==> src/rtl/core/ssdc_pkg.sv <==
// shared types and constants of the stepper sub-move distance check
package ssdc_pkg;

   // physical lane count and default number of active steppers
   localparam int LANES                 = 4;
   localparam int STEPPER_COUNT_DEFAULT = 4;
   localparam int LEAD_WIDTH            = $clog2(LANES);

   // field widths
   localparam int POS_WIDTH   = 32;
   localparam int STEP_WIDTH  = 8;
   localparam int LIMIT_WIDTH = 16;
   localparam int FRAC_BITS   = 8;

   // configuration register map
   localparam int CSR_INDEX_WIDTH = 1;
   typedef enum logic [CSR_INDEX_WIDTH-1:0] {
      CSR_LOWER_LIMIT = 1'b0,
      CSR_UPPER_LIMIT = 1'b1
   } csr_index_type;

   // limit values after reset
   localparam logic [LIMIT_WIDTH-1:0] LOWER_LIMIT_RESET = 16'd128;
   localparam logic [LIMIT_WIDTH-1:0] UPPER_LIMIT_RESET = 16'd512;

   // what one lane found for one request
   typedef struct packed {
      logic [STEP_WIDTH-1:0] steps;
      logic                  negative;
      logic [POS_WIDTH-1:0]  distance;
      logic                  too_far;
   } lane_result_type;

   // one result item
   typedef struct packed {
      logic [STEP_WIDTH-1:0] steps_a;
      logic [STEP_WIDTH-1:0] steps_b;
      logic [STEP_WIDTH-1:0] steps_c;
      logic [STEP_WIDTH-1:0] steps_d;
      logic [LANES-1:0]      negative_mask;
      logic [LEAD_WIDTH-1:0] lead_stepper;
      logic [POS_WIDTH-1:0]  lead_distance;
      logic                  too_far;
      logic                  accepted;
   } rsp_payload_type;

endpackage

==> src/rtl/core/ssdc_req_if.sv <==
// request channel: candidate targets of the four steppers
interface ssdc_req_if;
   logic               valid;
   logic               ready;
   logic signed [31:0] target_a;
   logic signed [31:0] target_b;
   logic signed [31:0] target_c;
   logic signed [31:0] target_d;
   logic               final_point;

   modport source (output valid, output target_a, output target_b, output target_c,
                   output target_d, output final_point, input ready);
   modport sink   (input valid, input target_a, input target_b, input target_c,
                   input target_d, input final_point, output ready);
endinterface

==> src/rtl/core/ssdc_rsp_if.sv <==
// response channel: step counts, lead stepper and check flags
interface ssdc_rsp_if;
   logic        valid;
   logic        ready;
   logic [7:0]  steps_a;
   logic [7:0]  steps_b;
   logic [7:0]  steps_c;
   logic [7:0]  steps_d;
   logic [3:0]  negative_mask;
   logic [1:0]  lead_stepper;
   logic [31:0] lead_distance;
   logic        too_far;
   logic        accepted;

   modport source (output valid, output steps_a, output steps_b, output steps_c,
                   output steps_d, output negative_mask, output lead_stepper,
                   output lead_distance, output too_far, output accepted, input ready);
   modport sink   (input valid, input steps_a, input steps_b, input steps_c,
                   input steps_d, input negative_mask, input lead_stepper,
                   input lead_distance, input too_far, input accepted, output ready);
endinterface

==> src/rtl/core/stepper_submove_distance_check_unit.sv <==
// top level of the stepper sub-move distance check
//
//  channel | direction | handshake          | contents
//  req_bus | in        | valid/ready        | four Q24.8 targets, final point flag
//  rsp_bus | out       | valid/ready        | step counts, mask, lead, flags
//  csr_*   | in        | write enable only  | lower and upper limit registers
//
// one request per cycle sustained while rsp_bus.ready holds; a request passes through the
// lane stage register, then the merge stage response register, before its response appears
// synchronous active-high reset clears positions and the valid bits and loads the reset limits
// the stages advance as a pipeline: a stalled response blocks only when both
// stages hold data, and req_bus.ready follows rsp_bus.ready in the same cycle
module stepper_submove_distance_check_unit #(
   parameter int STEPPER_COUNT = ssdc_pkg::STEPPER_COUNT_DEFAULT
) (
   input  logic                                 clock,
   input  logic                                 reset,
   ssdc_req_if.sink                             req_bus,
   ssdc_rsp_if.source                           rsp_bus,
   input  logic                                 csr_write_enable,
   input  logic [ssdc_pkg::CSR_INDEX_WIDTH-1:0] csr_index,
   input  logic [ssdc_pkg::LIMIT_WIDTH-1:0]     csr_write_data
);
   import ssdc_pkg::*;

   logic                   lane_valid_ff;
   logic                   rsp_valid_ff;
   logic                   lane_final_ff;
   logic [LIMIT_WIDTH-1:0] lower_limit_ff;
   logic [LIMIT_WIDTH-1:0] upper_limit_ff;
   logic                   req_accept;
   logic                   merge_load;
   logic signed [POS_WIDTH-1:0] targets [LANES];
   lane_result_type        lane_results [LANES];
   rsp_payload_type        payload;

   // pipeline advance
   assign merge_load    = lane_valid_ff && (!rsp_valid_ff || rsp_bus.ready);
   assign req_bus.ready = !lane_valid_ff || merge_load;
   assign req_accept    = req_bus.valid && req_bus.ready;

   // configuration registers
   always_ff @(posedge clock) begin
      if (reset) begin
         lower_limit_ff <= LOWER_LIMIT_RESET;
         upper_limit_ff <= UPPER_LIMIT_RESET;
      end else if (csr_write_enable) begin
         unique case (csr_index_type'(csr_index))
            CSR_LOWER_LIMIT: lower_limit_ff <= csr_write_data;
            CSR_UPPER_LIMIT: upper_limit_ff <= csr_write_data;
         endcase
      end
   end

   // stage valid bits
   always_ff @(posedge clock) begin
      if (reset) begin
         lane_valid_ff <= 1'b0;
         rsp_valid_ff  <= 1'b0;
      end else begin
         if (req_bus.ready) begin
            lane_valid_ff <= req_bus.valid;
         end
         if (!rsp_valid_ff || rsp_bus.ready) begin
            rsp_valid_ff <= lane_valid_ff;
         end
      end
   end

   // final point flag travels beside the lane results
   always_ff @(posedge clock) begin
      if (req_accept) begin
         lane_final_ff <= req_bus.final_point;
      end
   end

   assign targets[0] = req_bus.target_a;
   assign targets[1] = req_bus.target_b;
   assign targets[2] = req_bus.target_c;
   assign targets[3] = req_bus.target_d;

   // stepper lanes, unused ones read as standing still
   for (genvar g = 0; g < LANES; g++) begin : g_lane
      if (g < STEPPER_COUNT) begin : g_active
         ssdc_lane u_lane (
            .clock       (clock),
            .reset       (reset),
            .accept      (req_accept),
            .target      (targets[g]),
            .upper_limit (upper_limit_ff),
            .result      (lane_results[g])
         );
      end else begin : g_idle
         assign lane_results[g] = '0;
      end
   end

   ssdc_merge u_merge (
      .clock        (clock),
      .load         (merge_load),
      .lane_results (lane_results),
      .final_point  (lane_final_ff),
      .lower_limit  (lower_limit_ff),
      .payload      (payload)
   );

   // response channel
   assign rsp_bus.valid         = rsp_valid_ff;
   assign rsp_bus.steps_a       = payload.steps_a;
   assign rsp_bus.steps_b       = payload.steps_b;
   assign rsp_bus.steps_c       = payload.steps_c;
   assign rsp_bus.steps_d       = payload.steps_d;
   assign rsp_bus.negative_mask = payload.negative_mask;
   assign rsp_bus.lead_stepper  = payload.lead_stepper;
   assign rsp_bus.lead_distance = payload.lead_distance;
   assign rsp_bus.too_far       = payload.too_far;
   assign rsp_bus.accepted      = payload.accepted;

   // an accepted request always lands in the lane stage
   a_accept_fills_lane: assert property (@(posedge clock) disable iff (reset)
      req_accept |=> lane_valid_ff)
      else $error("accepted request not held in lane stage");

   // a blocked lane stage keeps its item
   a_lane_holds: assert property (@(posedge clock) disable iff (reset)
      (lane_valid_ff && !merge_load) |=> (lane_valid_ff && $stable(lane_final_ff)))
      else $error("lane stage lost its item while stalled");

   // no lead stepper other than the first when nothing moves
   a_lead_without_move: assert property (@(posedge clock) disable iff (reset)
      (rsp_valid_ff && (payload.lead_distance == '0)) |-> (payload.lead_stepper == '0))
      else $error("lead stepper set without distance");

   // unused lanes never report a negative move
   a_idle_lane_mask: assert property (@(posedge clock) disable iff (reset)
      rsp_valid_ff |-> ((payload.negative_mask >> STEPPER_COUNT) == '0))
      else $error("negative mask set on an unused lane");

endmodule

==> src/rtl/core/ssdc_lane.sv <==
// one stepper lane: current position and registered distance of the request
module ssdc_lane (
   input  logic                                clock,
   input  logic                                reset,
   input  logic                                accept,
   input  logic signed [ssdc_pkg::POS_WIDTH-1:0]   target,
   input  logic [ssdc_pkg::LIMIT_WIDTH-1:0]    upper_limit,
   output ssdc_pkg::lane_result_type           result
);
   import ssdc_pkg::*;

   logic [POS_WIDTH-1:0]  position_ff;
   lane_result_type       result_ff;
   lane_result_type       result_in;
   logic [POS_WIDTH:0]    diff;
   logic [POS_WIDTH:0]    mag;
   logic [STEP_WIDTH-1:0] whole_fwd;

   // signed difference, magnitude and wrapped whole-step count
   always_comb begin
      diff      = {target[POS_WIDTH-1], target} - {position_ff[POS_WIDTH-1], position_ff};
      mag       = diff[POS_WIDTH] ? (~diff + 1'b1) : diff;
      whole_fwd = target[FRAC_BITS +: STEP_WIDTH] - position_ff[FRAC_BITS +: STEP_WIDTH];
      result_in.negative = diff[POS_WIDTH];
      result_in.steps    = diff[POS_WIDTH] ? (~whole_fwd + 1'b1) : whole_fwd;
      result_in.distance = mag[POS_WIDTH] ? '1 : mag[POS_WIDTH-1:0];
      result_in.too_far  = (mag >= {{(POS_WIDTH + 1 - LIMIT_WIDTH){1'b0}}, upper_limit});
   end

   // position always takes the candidate target
   always_ff @(posedge clock) begin
      if (reset) begin
         position_ff <= '0;
      end else if (accept) begin
         position_ff <= target;
      end
   end

   // lane result register
   always_ff @(posedge clock) begin
      if (accept) begin
         result_ff <= result_in;
      end
   end

   assign result = result_ff;

endmodule

==> src/rtl/core/ssdc_merge.sv <==
// merging stage: lead stepper selection, limit checks and response register
module ssdc_merge (
   input  logic                                  clock,
   input  logic                                  load,
   input  ssdc_pkg::lane_result_type             lane_results [ssdc_pkg::LANES],
   input  logic                                  final_point,
   input  logic [ssdc_pkg::LIMIT_WIDTH-1:0]      lower_limit,
   output ssdc_pkg::rsp_payload_type             payload
);
   import ssdc_pkg::*;

   rsp_payload_type       payload_ff;
   rsp_payload_type       payload_in;
   logic [STEP_WIDTH-1:0] best_steps;
   logic [LEAD_WIDTH-1:0] lead;
   logic [POS_WIDTH-1:0]  lead_dist;
   logic                  far;
   logic [LANES-1:0]      neg_mask;

   // first lane with the strictly largest step count leads
   always_comb begin
      best_steps = '0;
      lead       = '0;
      lead_dist  = '0;
      far        = 1'b0;
      neg_mask   = '0;
      for (int i = 0; i < LANES; i++) begin
         neg_mask[i] = lane_results[i].negative;
         far         = far | lane_results[i].too_far;
         if (lane_results[i].steps > best_steps) begin
            best_steps = lane_results[i].steps;
            lead       = LEAD_WIDTH'(i);
            lead_dist  = lane_results[i].distance;
         end
      end
      payload_in.steps_a       = lane_results[0].steps;
      payload_in.steps_b       = lane_results[1].steps;
      payload_in.steps_c       = lane_results[2].steps;
      payload_in.steps_d       = lane_results[3].steps;
      payload_in.negative_mask = neg_mask;
      payload_in.lead_stepper  = lead;
      payload_in.lead_distance = lead_dist;
      payload_in.too_far       = far;
      payload_in.accepted      = final_point ||
         (!far && (lead_dist > {{(POS_WIDTH - LIMIT_WIDTH){1'b0}}, lower_limit}));
   end

   // response register
   always_ff @(posedge clock) begin
      if (load) begin
         payload_ff <= payload_in;
      end
   end

   assign payload = payload_ff;

endmodule

==> src/flat_wrapper.sv <==
// flat-port wrapper written by rule: the top's interface ports become plain ports
module stepper_submove_distance_check_unit_flat import ssdc_pkg::*;
#(
   parameter int STEPPER_COUNT = ssdc_pkg::STEPPER_COUNT_DEFAULT
)
  (clock, reset, csr_write_enable, csr_index, csr_write_data, req_bus_valid, req_bus_target_a, req_bus_target_b, req_bus_target_c, req_bus_target_d, req_bus_final_point, req_bus_ready, rsp_bus_valid, rsp_bus_steps_a, rsp_bus_steps_b, rsp_bus_steps_c, rsp_bus_steps_d, rsp_bus_negative_mask, rsp_bus_lead_stepper, rsp_bus_lead_distance, rsp_bus_too_far, rsp_bus_accepted, rsp_bus_ready);
  ssdc_req_if req_bus_i ();
  ssdc_rsp_if rsp_bus_i ();
  input  logic clock;
  input  logic reset;
  input  logic csr_write_enable;
  input  logic [ssdc_pkg::CSR_INDEX_WIDTH-1:0] csr_index;
  input  logic [ssdc_pkg::LIMIT_WIDTH-1:0] csr_write_data;
  input wire logic [$bits(req_bus_i.valid)-1:0] req_bus_valid;
  input wire logic [$bits(req_bus_i.target_a)-1:0] req_bus_target_a;
  input wire logic [$bits(req_bus_i.target_b)-1:0] req_bus_target_b;
  input wire logic [$bits(req_bus_i.target_c)-1:0] req_bus_target_c;
  input wire logic [$bits(req_bus_i.target_d)-1:0] req_bus_target_d;
  input wire logic [$bits(req_bus_i.final_point)-1:0] req_bus_final_point;
  output wire logic [$bits(req_bus_i.ready)-1:0] req_bus_ready;
  output wire logic [$bits(rsp_bus_i.valid)-1:0] rsp_bus_valid;
  output wire logic [$bits(rsp_bus_i.steps_a)-1:0] rsp_bus_steps_a;
  output wire logic [$bits(rsp_bus_i.steps_b)-1:0] rsp_bus_steps_b;
  output wire logic [$bits(rsp_bus_i.steps_c)-1:0] rsp_bus_steps_c;
  output wire logic [$bits(rsp_bus_i.steps_d)-1:0] rsp_bus_steps_d;
  output wire logic [$bits(rsp_bus_i.negative_mask)-1:0] rsp_bus_negative_mask;
  output wire logic [$bits(rsp_bus_i.lead_stepper)-1:0] rsp_bus_lead_stepper;
  output wire logic [$bits(rsp_bus_i.lead_distance)-1:0] rsp_bus_lead_distance;
  output wire logic [$bits(rsp_bus_i.too_far)-1:0] rsp_bus_too_far;
  output wire logic [$bits(rsp_bus_i.accepted)-1:0] rsp_bus_accepted;
  input wire logic [$bits(rsp_bus_i.ready)-1:0] rsp_bus_ready;
  assign req_bus_i.valid = req_bus_valid;
  assign req_bus_i.target_a = req_bus_target_a;
  assign req_bus_i.target_b = req_bus_target_b;
  assign req_bus_i.target_c = req_bus_target_c;
  assign req_bus_i.target_d = req_bus_target_d;
  assign req_bus_i.final_point = req_bus_final_point;
  assign req_bus_ready = req_bus_i.ready;
  assign rsp_bus_valid = rsp_bus_i.valid;
  assign rsp_bus_steps_a = rsp_bus_i.steps_a;
  assign rsp_bus_steps_b = rsp_bus_i.steps_b;
  assign rsp_bus_steps_c = rsp_bus_i.steps_c;
  assign rsp_bus_steps_d = rsp_bus_i.steps_d;
  assign rsp_bus_negative_mask = rsp_bus_i.negative_mask;
  assign rsp_bus_lead_stepper = rsp_bus_i.lead_stepper;
  assign rsp_bus_lead_distance = rsp_bus_i.lead_distance;
  assign rsp_bus_too_far = rsp_bus_i.too_far;
  assign rsp_bus_accepted = rsp_bus_i.accepted;
  assign rsp_bus_i.ready = rsp_bus_ready;
  stepper_submove_distance_check_unit #(.STEPPER_COUNT(STEPPER_COUNT)) u_core (.clock(clock), .reset(reset), .req_bus(req_bus_i), .rsp_bus(rsp_bus_i), .csr_write_enable(csr_write_enable), .csr_index(csr_index), .csr_write_data(csr_write_data));
endmodule
==> config.mk <==
export PLATFORM = sky130hd
export DESIGN_NAME = stepper_submove_distance_check_unit_flat
export DESIGN_NICKNAME = d
export VERILOG_FILES = /design/src/rtl/core/ssdc_pkg.sv /design/src/rtl/core/ssdc_req_if.sv /design/src/rtl/core/ssdc_rsp_if.sv /design/src/rtl/core/stepper_submove_distance_check_unit.sv /design/src/rtl/core/ssdc_lane.sv /design/src/rtl/core/ssdc_merge.sv /design/src/flat_wrapper.sv
export SDC_FILE = /design/constraint.sdc
export NUM_CORES = 1
export LEC_CHECK = 0
export CAP_MARGIN = 20
export CORE_MARGIN = 2
export CORE_UTILIZATION = 55
export CTS_CLUSTER_DIAMETER = 100
export DETAILED_ROUTE_END_ITERATION = 8
export DONT_BUFFER_PORTS = 1
export PLACE_DENSITY = 0.7
export SLEW_MARGIN = 10
export SYNTH_ARGS = -nofsm -noshare
export SYNTH_HDL_FRONTEND = slang
export SYNTH_SLANG_ARGS = --single-unit
==> constraint.sdc <==
create_clock -name clock -period 24.1 [get_ports clock]
set_clock_uncertainty 0.15 [all_clocks]
set_input_delay 2.41 -clock clock [delete_from_list [all_inputs] [get_ports clock]]
set_output_delay 2.41 -clock clock [all_outputs]
set_load 0.05 [all_outputs]
==> flow_metrics.py <==
metrics = {
    "setup_path": {
        "cp-start-kind": "flip-flop",
        "worstPathRequired_ps": 24280,
        "path_buf_inv": 3,
        "regToRegSetupSlack_ps": 15780,
        "rr_startpoint": "u_core.g_lane[1].g_active.u_lane.result[35]",
        "cp_max_fo": 76,
        "slowest_delay_ps": 610,
        "crit_type": "flip-flop to flip-flop",
        "critPathTopFamily": "compound AO/OA/AOI/OAI gates",
        "r2r_cells": 37,
        "r2r-end": "u_core.u_merge.payload[0]",
        "cp_common_cell": "o21ai_0",
        "worstSetupEndpointType": "flip-flop",
        "arrival_ps": 8500,
        "cpMaxStageDelayCell": "buf_4",
    },
    "placed_design": {
        "place_area_um2": 30700,
        "gp_congestion": 0.973,
        "io_buffer_count": 0,
        "place_inst": 4256,
        "dp_hpwl_mm": 64.4,
    },
    "min_path": {
        "holdPathStages": 0,
        "hold_end": "u_core.u_merge.payload[37]",
        "min-delay-start": "u_core.g_lane[1].g_active.u_lane.result[33]",
        "hold_class": "flip-flop to flip-flop",
    },
    "cells_and_area": {
        "syn_to_final_growth_pct": 6.52,
        "utilization": 0.590,
        "nets": 4003,
        "multiInputGateArea_um2": 18400,
        "final_cell_mix": "nand2_1, a21oi_1, ha_1, edfxtp_1, inv_1",
        "final_cells": 4341,
        "layout.cells.most_common": "nand2_1",
        "drive_above_1_share": 0.0426,
        "stdcell_area_um2": 32300,
        "fillers": 5032,
        "seq_area_um2": 10500,
    },
    "die": {
        "start_util": 0.554,
        "die_w_um": 239,
        "fp.coreArea_um2": 54800,
        "row_count": 86,
        "io_pins": 225,
        "die_area_um2": 57100,
        "die_y_um": 239,
    },
    "global_route": {
        "grt_overflow": 0,
        "grt_max_degree": 163,
        "grt_use_total": 0.289,
        "grt_pass1_vias": 24158,
        "grt_pass1_wl_mm": 132,
        "antenna_found_initial": 0,
    },
    "run": {
        "cap_violations": 0,
    },
    "clock_tree": {
        "cts_setup_buffers": 0,
        "postCtsResizedCells": 0,
        "clk_path_buf_depth": 3,
        "clockRootBuffer": "clkbuf_16",
        "numCtsBuffers": 45,
        "ctsHoldBuffers": 0,
        "clk_latency_ps": 600,
        "cts_tree": "done",
        "cts_sinks": 403,
        "clk_pin_slew_ps": 60,
        "ctsHtreeMaxLevel": 2,
    },
    "synthesis": {
        "synth.distinct_cells": 99,
        "synthArstFlopShare": 0,
        "synth_area_um2": 30300,
        "avgSynthCellArea_um2": 8.18,
        "ys.flop_type": "edfxtp_1",
        "ys_ff_latch": 403,
        "synth_cells": 3709,
        "yosysSeqAreaShare": 0.345,
        "synth_nets": 4112,
        "synth-edff-count": 241,
        "ys_warn_count": 0,
    },
    "power": {
        "power.leakage_uw": 0.0124,
        "pwr_density_cell_nw_per_um2": 95.6,
        "peakVddDrop_mv": 0.0750,
    },
    "sta": {
        "slew_violations": 0,
        "final.period_utilization": 0.345,
        "rsz0062_at_grt": "false",
        "finalHoldViolations": 0,
        "fmax_ghz": 0.120,
        "finalSetupTns_ps": 0,
        "setup_viol": 0,
        "relSlewSlack": 0.288,
        "tightestPinTransition_ps": 1060,
        "min_period_ps": 8320,
    },
    "drt": {
        "drc": 0,
        "vias": 26200,
        "routedWlPerCell_um": 19.4,
        "ant_nets": 0,
        "drtPass1Iterations": 5,
        "postRouteWirelength_mm": 84.2,
        "drt_iter0_markers": 2147,
        "vias_per_cell": 6.04,
    },
    "status": {
        "outcome": "finished, final reports clean",
    },
}
-- power by group --
part | switching (µW) | internal (µW)
Clock | 294 | 444
Combinational | 845 | 445
Sequential | 163 | 897
-- sequential cells by signal, summed over array words and instances (netlist names) --
| name | count |
|---|---|
| u_core.g_lane.g_active.u_lane.result | 168 |
| u_core.g_lane.g_active.u_lane.position_ff | 128 |
| u_core.u_merge.payload | 72 |
| u_core.lower_limit_ff | 16 |
| u_core.upper_limit_ff | 16 |
| u_core.lane_final_ff | 1 |
| u_core.lane_valid_ff | 1 |
| u_core.rsp_bus.valid | 1 |
-- stage by stage --
step	total power [µW]	hold slack (ps)	setup WS, ps
3_5_place_dp	2340	255	15480
6_report	3090	263	15780
3_3_place_gp	2330	254	15720
4_1_cts	3080	267	15890
2_1_floorplan	1950	250	15470
5_1_grt	3280	274	15110
-- area by class of cell --
| class | instances | share of cell area |
|---|---|---|
| multi-input combinational | 2895 | 0.568 |
| tap | 704 | 0.0273 |
| timing repair buffer | 17 | 0.00418 |
| inverter | 238 | 0.0279 |
| clock inverter | 25 | 0.0108 |
| clock buffer | 58 | 0.0377 |
| sequential | 403 | 0.324 |
| antenna | 1 | 0.0000774 |
-- worst reg2reg max path: cells and delay by family, from the launching register on --
kind                     cells  cell delay, ps
AND/OR/NAND/NOR              7             680
adder cells (fa/ha/maj)      4            1390
buffers and inverters        3            1530
flip-flops                   1             440
AO/OA/AOI/OAI               23            3890
-- cells in the mapped netlist, types with 37 or more instances --
library cell,count,area share
nor2_1,173,0.021
xnor2_1,162,0.047
o21ai_0,226,0.037
nor2b_1,37,0.0076
o21a_1,39,0.0097
inv_1,237,0.029
a21o_1,70,0.017
dfxtp_1,162,0.11
nand3_1,121,0.020
edfxtp_1,241,0.24
nand4_1,52,0.011
a21oi_1,376,0.062
clkbuf_1,148,0.018
nand2_1,657,0.081
nand2b_1,98,0.020
xor2_1,87,0.025
nor3_1,60,0.0099
ha_1,244,0.10
-- cells by family (layout without fill, tap and decap cells) --
group	Yosys count	in the layout	share of synthesized area
mux	17	17	0.00577
buf+inv	411	338	0.0518
other cells	0	1	0
simple gates	1377	1377	0.214
fa+ha+maj	252	252	0.106
flops	403	403	0.345
xor+xnor	250	250	0.0724
compound gates	999	999	0.204
-- routing by layer --
metal / vias to the layer above / wire length, µm / global-route usage
met3: 146 / 5280 / 0.0403
met1: 12296 / 36000 / 0.378
met2: 789 / 40000 / 0.490
li1: 12969 / - / -
met5: - / 0 / 0
met4: 0 / 2880 / 0.0985
-- how the worst max path moves through the flow --
stage                     slack (ps)  cells after the start                                         end                                   startpoint
after floorplan                15470                     50                   u_core.u_merge.payload[0]  u_core.g_lane[1].g_active.u_lane.result[35]
after global placement         15720                     22  u_core.g_lane[2].g_active.u_lane.result[0]                         req_bus_target_c[11]
after detailed placement       15480                     22  u_core.g_lane[2].g_active.u_lane.result[0]                         req_bus_target_c[11]
after CTS                      15890                     37                   u_core.u_merge.payload[0]  u_core.g_lane[1].g_active.u_lane.result[35]
after global routing           15110                     37                   u_core.u_merge.payload[0]  u_core.g_lane[1].g_active.u_lane.result[35]
final                          15780                     37                   u_core.u_merge.payload[0]  u_core.g_lane[1].g_active.u_lane.result[35]
No activity file was read; power rests on OpenSTA's default activity.
